===== src/rtl/core/pllds_pkg.sv =====
// ----------------------------------------------------------------------------
// PLL divider/multiplier search package
// Shared types, register indexes and reset values.
// ----------------------------------------------------------------------------
package pllds_pkg;

  localparam int unsigned RateW = 32;
  localparam int unsigned DivW  = 6;
  localparam int unsigned CfgIdxW = 3;

  localparam logic [CfgIdxW-1:0] CfgVcoMax  = 3'd0;
  localparam logic [CfgIdxW-1:0] CfgVcoMin  = 3'd1;
  localparam logic [CfgIdxW-1:0] CfgMultMin = 3'd2;
  localparam logic [CfgIdxW-1:0] CfgMultMax = 3'd3;
  localparam logic [CfgIdxW-1:0] CfgDivMax  = 3'd4;

  localparam logic [RateW-1:0] VcoMaxRst  = 32'd600000000;
  localparam logic [RateW-1:0] VcoMinRst  = 32'd300000000;
  localparam logic [DivW-1:0]  MultMinRst = 6'd4;
  localparam logic [DivW-1:0]  MultMaxRst = 6'd32;
  localparam logic [DivW-1:0]  DivMaxRst  = 6'd3;

  typedef struct packed {
    logic [RateW-1:0] target_rate;
    logic [RateW-1:0] reference_rate;
  } req_t;

  typedef struct packed {
    logic [RateW-1:0] achieved_rate;
    logic [DivW-1:0]  pre_divider;
    logic [DivW-1:0]  multiplier;
    logic [DivW-1:0]  post_divider;
  } rsp_t;

  typedef enum logic [3:0] {
    ST_IDLE,
    ST_POST,    // start a post divider
    ST_CAPDIV,  // vco_max / d2, bit serial
    ST_PRE,     // start a pre divider
    ST_QDIV,    // ref / d1, bit serial
    ST_STDIV,   // cap / q, bit serial
    ST_MULT,    // q * m, bit serial
    ST_RDIV,    // vco / d2, bit serial
    ST_EVAL,
    ST_DONE
  } state_e;

endpackage


===== src/rtl/core/pll_divider_multiplier_search_unit.sv =====
// ----------------------------------------------------------------------------
// PLL divider/multiplier search unit
// Searches post, pre divider and multiplier for the best rate at or below target.
// ----------------------------------------------------------------------------
// One word is accepted when start_i is high and busy_o is low; busy_o stays
// high until the result, shown for one cycle with done_o, which the receiver
// must take. Divisions and the q * m product are bit serial over one shared
// shift-subtract / shift-add datapath, one bit per cycle; the cap target*d2 is
// a parallel multiply. Each post divider runs a vco_max / d2 division, each
// divider pair two divisions (ref / d1 and cap / q), and each multiplier tried
// a multiply and a division by d2.
module pll_divider_multiplier_search_unit
  import pllds_pkg::*;
(
  input  logic               clk_i,
  input  logic               rst_ni,
  input  logic               start_i,
  input  req_t               req_i,
  output logic               busy_o,
  output logic               done_o,
  output rsp_t               rsp_o,
  input  logic               cfg_valid_i,
  output logic               cfg_ready_o,
  input  logic [CfgIdxW-1:0] cfg_index_i,
  input  logic [RateW-1:0]   cfg_data_i
);

  localparam int unsigned WW = RateW + DivW; // wide for products
  localparam int unsigned CntW = $clog2(WW + 1);

  state_e state_q, state_d;

  logic [RateW-1:0] vco_max_q, vco_min_q;
  logic [DivW-1:0]  mult_min_q, mult_max_q, div_max_q;

  logic [RateW-1:0] target_q, ref_q;
  logic [DivW:0]    d1_q, d2_q;   // one extra bit to step past div_max
  logic [DivW:0]    m_q;       // may step to below mult_min with one extra bit
  logic [RateW-1:0] q_q;
  logic [WW-1:0]    cap_q;
  logic [RateW-1:0] best_rate_q;
  logic [DivW-1:0]  best_pre_q, best_mult_q, best_post_q;

  // serial unit
  logic [WW-1:0]    num_q;     // dividend shift / multiplier bits
  logic [WW-1:0]    quo_q;
  logic [WW:0]      rem_q;
  logic [WW-1:0]    den_q;
  logic [CntW-1:0]  cnt_q;

  logic [WW:0]      rem_sh, rem_sub;
  logic             rem_ge;

  assign rem_sh  = {rem_q[WW-1:0], num_q[WW-1]};
  assign rem_sub = rem_sh - {1'b0, den_q};
  assign rem_ge  = !rem_sub[WW];
  wire [WW-1:0] quo_nx = {quo_q[WW-2:0], rem_ge};
  wire          ser_last = (cnt_q == CntW'(1));

  wire [WW-1:0] t_wide  = {{DivW{1'b0}}, target_q};
  wire [WW-1:0] rate_w  = quo_nx;

  // ------------------------------------------------------------ config
  assign cfg_ready_o = (state_q == ST_IDLE);

  always_ff @(posedge clk_i or negedge rst_ni) begin
    if (!rst_ni) begin
      vco_max_q  <= VcoMaxRst;
      vco_min_q  <= VcoMinRst;
      mult_min_q <= MultMinRst;
      mult_max_q <= MultMaxRst;
      div_max_q  <= DivMaxRst;
    end else if (cfg_valid_i && cfg_ready_o) begin
      unique case (cfg_index_i)
        CfgVcoMax:  vco_max_q  <= cfg_data_i;
        CfgVcoMin:  vco_min_q  <= cfg_data_i;
        CfgMultMin: mult_min_q <= cfg_data_i[DivW-1:0];
        CfgMultMax: mult_max_q <= cfg_data_i[DivW-1:0];
        CfgDivMax:  div_max_q  <= cfg_data_i[DivW-1:0];
        default: ;
      endcase
    end
  end

  // ------------------------------------------------------------ next state
  always_comb begin
    state_d = state_q;
    unique case (state_q)
      ST_IDLE:   if (start_i) state_d = ST_POST;
      ST_POST:   state_d = (d2_q > {1'b0, div_max_q}) ? ST_DONE : ST_CAPDIV;
      ST_CAPDIV: if (ser_last) state_d = ST_PRE;
      ST_PRE:    state_d = (d1_q > {1'b0, div_max_q}) ? ST_POST : ST_QDIV;
      ST_QDIV:   if (ser_last) state_d = (quo_nx == '0) ? ST_PRE : ST_STDIV;
      ST_STDIV:  if (ser_last) state_d = ST_EVAL;
      ST_EVAL:   state_d = (m_q < {1'b0, mult_min_q} || m_q[DivW]) ? ST_PRE : ST_MULT;
      ST_MULT:   if (ser_last)
                   state_d = ((rem_q[WW-1:0] + (num_q[0] ? den_q : '0))
                              < {{DivW{1'b0}}, vco_min_q}) ? ST_PRE : ST_RDIV;
      ST_RDIV:   if (ser_last) begin
                   if (rate_w > t_wide) state_d = ST_EVAL;
                   else if (rate_w[RateW-1:0] < best_rate_q) state_d = ST_PRE;
                   else state_d = ST_EVAL;
                 end
      ST_DONE:   state_d = ST_IDLE;
      default:   state_d = ST_IDLE;
    endcase
  end

  always_ff @(posedge clk_i or negedge rst_ni) begin
    if (!rst_ni) state_q <= ST_IDLE;
    else         state_q <= state_d;
  end

  // ------------------------------------------------------------ datapath
  always_ff @(posedge clk_i) begin
    unique case (state_q)
      ST_IDLE: if (start_i) begin
        target_q    <= req_i.target_rate;
        ref_q       <= req_i.reference_rate;
        d2_q        <= (DivW+1)'(1);
        best_rate_q <= '0;
        best_pre_q  <= '0;
        best_mult_q <= '0;
        best_post_q <= '0;
      end
      ST_POST: begin
        // vco_max / d2
        num_q <= {{DivW{1'b0}}, vco_max_q};
        den_q <= {{(RateW-1){1'b0}}, d2_q};
        rem_q <= '0;
        quo_q <= '0;
        cnt_q <= CntW'(WW);
        d1_q  <= (DivW+1)'(1);
      end
      ST_CAPDIV: begin
        rem_q <= rem_ge ? rem_sub : rem_sh;
        quo_q <= quo_nx;
        num_q <= num_q << 1;
        cnt_q <= cnt_q - 1'b1;
        if (ser_last) begin
          // target > vco_max/d2 -> cap = vco_max, else target*d2 (fits)
          if (t_wide > quo_nx) cap_q <= {{DivW{1'b0}}, vco_max_q};
          else                 cap_q <= WW'(target_q * d2_q);
        end
      end
      ST_PRE: begin
        num_q <= {{DivW{1'b0}}, ref_q};
        den_q <= {{(RateW-1){1'b0}}, d1_q};
        rem_q <= '0;
        quo_q <= '0;
        cnt_q <= CntW'(WW);
      end
      ST_QDIV, ST_STDIV, ST_RDIV: begin
        rem_q <= rem_ge ? rem_sub : rem_sh;
        quo_q <= quo_nx;
        num_q <= num_q << 1;
        cnt_q <= cnt_q - 1'b1;
        if (ser_last && state_q == ST_QDIV) begin
          q_q   <= quo_nx[RateW-1:0];
          d1_q  <= d1_q + 1'b1;
          num_q <= cap_q;
          den_q <= quo_nx;
          rem_q <= '0;
          quo_q <= '0;
          cnt_q <= CntW'(WW);
        end
        if (ser_last && state_q == ST_STDIV)
          m_q <= (quo_nx > {{RateW{1'b0}}, mult_max_q}) ? {1'b0, mult_max_q}
                                                         : (DivW+1)'(quo_nx);
        if (ser_last && state_q == ST_RDIV) begin
          if (rate_w <= t_wide && rate_w[RateW-1:0] >= best_rate_q &&
              (rate_w[RateW-1:0] > best_rate_q || m_q[DivW-1:0] < best_mult_q)) begin
            best_rate_q <= rate_w[RateW-1:0];
            best_pre_q  <= DivW'(d1_q - 1'b1);
            best_mult_q <= m_q[DivW-1:0];
            best_post_q <= d2_q[DivW-1:0];
          end
          m_q <= m_q - 1'b1;
        end
      end
      ST_EVAL: begin
        // multiply q * m, shift-add LSB first: num = m, den = q, rem = acc
        num_q <= {{RateW{1'b0}}, m_q[DivW-1:0]};
        den_q <= {{DivW{1'b0}}, q_q};
        rem_q <= '0;
        cnt_q <= CntW'(DivW);
      end
      ST_MULT: begin
        // acc += m[i] ? q << i : 0
        rem_q <= {1'b0, rem_q[WW-1:0] + (num_q[0] ? den_q : '0)};
        den_q <= den_q << 1;
        num_q <= num_q >> 1;
        cnt_q <= cnt_q - 1'b1;
        if (ser_last) begin
          num_q <= rem_q[WW-1:0] + (num_q[0] ? den_q : '0);
          den_q <= {{(RateW-1){1'b0}}, d2_q};
          rem_q <= '0;
          quo_q <= '0;
          cnt_q <= CntW'(WW);
        end
      end
      ST_DONE: ;
      default: ;
    endcase
    if (state_q == ST_PRE && d1_q > {1'b0, div_max_q}) d2_q <= d2_q + 1'b1;
  end

  // ------------------------------------------------------------ outputs
  always_comb begin
    busy_o = (state_q != ST_IDLE);
    done_o = (state_q == ST_DONE);
    rsp_o.achieved_rate = best_rate_q;
    rsp_o.pre_divider   = best_pre_q;
    rsp_o.multiplier    = best_mult_q;
    rsp_o.post_divider  = best_post_q;
  end

endmodule


===== config.mk =====
export PLATFORM = sky130hd
export DESIGN_NAME = pll_divider_multiplier_search_unit
export DESIGN_NICKNAME = d
export VERILOG_FILES = /design/src/rtl/core/pllds_pkg.sv /design/src/rtl/core/pll_divider_multiplier_search_unit.sv
export SDC_FILE = /design/constraint.sdc
export NUM_CORES = 2
export LEC_CHECK = 0
export BUFFER_PORTS_ARGS = -buffer_cell sky130_fd_sc_hd__buf_2
export CELL_PAD_IN_SITES_DETAIL_PLACEMENT = 2
export CELL_PAD_IN_SITES_GLOBAL_PLACEMENT = 2
export CORE_MARGIN = 3
export CORE_UTILIZATION = 40
export DETAILED_ROUTE_END_ITERATION = 8
export PLACE_DENSITY = 0.81
export SYNTH_ARGS = -nofsm -noshare
export SYNTH_HDL_FRONTEND = slang
export SYNTH_SLANG_ARGS = --single-unit

===== constraint.sdc =====
create_clock -name clk_i -period 12.2 [get_ports clk_i]
set_input_delay 2.44 -clock clk_i [delete_from_list [all_inputs] [get_ports clk_i]]
set_output_delay 2.44 -clock clk_i [all_outputs]
set_load 0.02 [all_outputs]

==> impl_metrics.json <==
{
  "synth-seq-area-share_pct": 40.2,
  "critical_path.endpoint_type": "flop",
  "io_buffers": 155,
  "yosys_warnings": 0,
  "cpPeakStageDelay_ns": 0.66,
  "syn-num-nets": 3738,
  "slowest_stage": "buf_4",
  "grt_max_degree": 82,
  "rsz0062_at_grt": "false",
  "path_buf_inv": 5,
  "drv_slew": 0,
  "rows": 103,
  "dp_hpwl_mm": 98.0,
  "synthTopCellsByArea": "edfxtp_1 (33%), ha_1 (10%), fa_1 (9.2%)",
  "drt_wl_total_mm": 131,
  "syn_area_mm2": 0.0325,
  "ys_ff_latch": 448,
  "cp.required_ns": 12.47,
  "syn_area_per_cell_um2": 10.1,
  "syn_inst": 3226,
  "layout-drive-gt1-share_pct": 11.7,
  "cts_htree_levels": 2,
  "hold_path_class": "reg2reg",
  "synth-async-reset-ratio_pct": 19.2,
  "critPathKind": "reg2reg",
  "max_freq_mhz": 133,
  "fillCellCount": 8312,
  "fp.dieW_um": 291,
  "drc": 0,
  "cts_hold_buffers": 0,
  "core_mm2": 0.0798,
  "initial_core_util_pct": 40.7,
  "timing.max_cap.violations": 0,
  "cts_tree": "done",
  "cts.sinks": 448,
  "setup_tns_ns": 0,
  "grt_pass1_vias": 30200,
  "multi_input_area_mm2": 0.0178,
  "cts.repair.resized": 0,
  "worstSkewPairLatency_ns": 0.64,
  "areaGrowthSynthToFinish_pct": 12.0,
  "track_usage_pct": 30.4,
  "synth_top_cell_area_share_pct": 33.5,
  "root_buffer": "clkbuf_16",
  "post-route-period-util_pct": 61.8,
  "arrival_ns": 7.81,
  "grt_pass1_wl_mm": 196,
  "diodes": 0,
  "worstSetupStartpointType": "flop",
  "cp_top_family": "compound AO/OA/AOI/OAI gates",
  "antenna_left": 0,
  "finalCriticalPeriod_ns": 7.54,
  "postCtsSetupBuffers": 0,
  "synthFlopType": "edfxtp_1",
  "place_congestion": 0.911,
  "wl_per_cell_um": 29.5,
  "relSlewSlack_pct": 12.9,
  "seqCellArea_mm2": 0.0131,
  "antenna_found_initial": 7,
  "grt-ovfl-total": 0,
  "outcome": "finished, final reports clean",
  "viasPerCell": 6.06,
  "synth_edf_count": 362,
  "synth_top_area_cell": "edfxtp_1",
  "dr.pass1.iters": 6,
  "die_area_mm2": 0.0847,
  "finClkSkew_ns": 0.0274,
  "clk_pin_slew_ns": 0.06,
  "drt-initial-drc-count": 2084,
  "ctsLongestPathBuffers": 3,
  "worstMarginPinSlew_ns": 1.31,
  "cts_buffers": 54,
  "finalSetupViolCount": 0,
  "nets": 3854,
  "pin_count": 156,
  "die_y_um": 291,
  "vias": 26900,
  "synth.distinct_cells": 81,
  "hold_violations": 0,
  "critPathMaxFanout": 70
}
[cell usage in the layout, fill, tap and decap left out, types with 10 or more instances in the layout]
master,instances
o21ai_1,19
a41oi_1,15
xnor2_1,70
buf_2,154
fa_1,150
o22ai_1,14
a21o_1,76
a211oi_1,26
o21bai_1,21
buf_4,40
inv_1,331
nor2b_1,58
nand3_1,37
a221oi_1,20
nor2_1,166
clkbuf_16,60
and2_1,63
a222oi_1,32
o21a_1,26
ha_1,259
nand2b_1,22
nor4_1,14
nor3_1,26
clkinv_2,10
o211ai_1,16
mux2_2,55
xor2_1,53
nand4_1,29
dfrtp_1,62
mux2i_1,29
a221o_1,37
nand2_1,432
edfxtp_1,362
o21ai_0,179
dfstp_2,24
a31oi_1,19
a21oi_1,148
and3_1,66
[layer usage]
metal / GRT usage (%) / wire length [um] / vias to the layer above
met5: 0 / 13 / -
met4: 15.9 / 7960 / 2
met3: 3.50 / 6690 / 265
met2: 51.2 / 62300 / 896
met1: 38.6 / 53800 / 14000
li1: - / - / 11700
[cell usage after synthesis, drive strengths merged (20+ instances only)]
library cell	instances
nor2	174
nand4	29
nand3	37
mux2	55
clkbuf	112
nand2b	22
fa	150
and3	67
nor3	28
inv	333
a21oi	151
o21a	26
dfrtp	62
ha	259
a221oi	20
nor2b	58
a211oi	26
dfstp	24
a221o	37
buf	22
mux2i	30
edfxtp	362
o21bai	21
and2	63
xnor2	70
xor2	53
a21o	76
nand2	432
a222oi	32
o21ai	200
[sequential cells by signal (all words and copies together) (netlist names), 7 cells and up]
| signal | count |
|---|---|
| vco_min_q | 32 |
| cap_q | 38 |
| vco_max_q | 32 |
| m_q | 7 |
| q_q | 32 |
| target_q | 32 |
| rem_q | 38 |
| ref_q | 32 |
| best_rate_q | 32 |
| d2_q | 7 |
| d1_q | 7 |
| num_q | 38 |
| den_q | 38 |
| quo_q | 37 |
[final cells by class]
cell class	count	area share, %
Clock buffer	76	4.51
Clock inverter	26	0.887
Inverter	333	3.43
Multi-Input combinational cell	2311	48.8
Sequential cell	448	35.9
Tap cell	1050	3.61
Timing Repair Buffer	194	2.94
[per-stage QoR]
step	util (%)	cell area (um^2)	hold WS, ns	std cells	setup slack [ns]
floorplan	-	32500	0.474	3226	3.73
global placement	43.2	34400	0.491	4336	5.04
detailed placement	43.2	34400	0.495	4336	4.82
CTS	45.6	36400	0.514	4438	4.75
global route	45.6	36400	0.532	4438	4.23
finish	45.6	36400	0.514	4438	4.66
[worst paths after layout]
check	startpoint	endpoint	slack [ns]	cells after the start
worst max-delay path	num_q[37]	best_rate_q[28]	4.66	25
worst min-delay path	mult_min_q[1]	mult_min_q[1]	0.51	1
worst max register to register	num_q[37]	best_rate_q[28]	4.66	25
worst min register to register	mult_min_q[1]	mult_min_q[1]	0.51	1
max in group asynchronous	rst_ni	vco_min_q[29]	9.15	2
min in group asynchronous	rst_ni	mult_max_q[0]	1.76	1
[logic make-up after synthesis]
logic type	Yosys count	share of synthesized area, %
and+or+nand+nor	964	13.9
AOI/OAI and AO/OA	730	15.0
buffers and inverters	467	5.49
DFF	448	40.2
adders and majority gates	409	19.2
xor gates and xnor gates	123	3.32
muxes	85	2.87
Power is not shown: default switching activity piles up to over one toggle a cycle in this logic, so the estimate is an artifact.
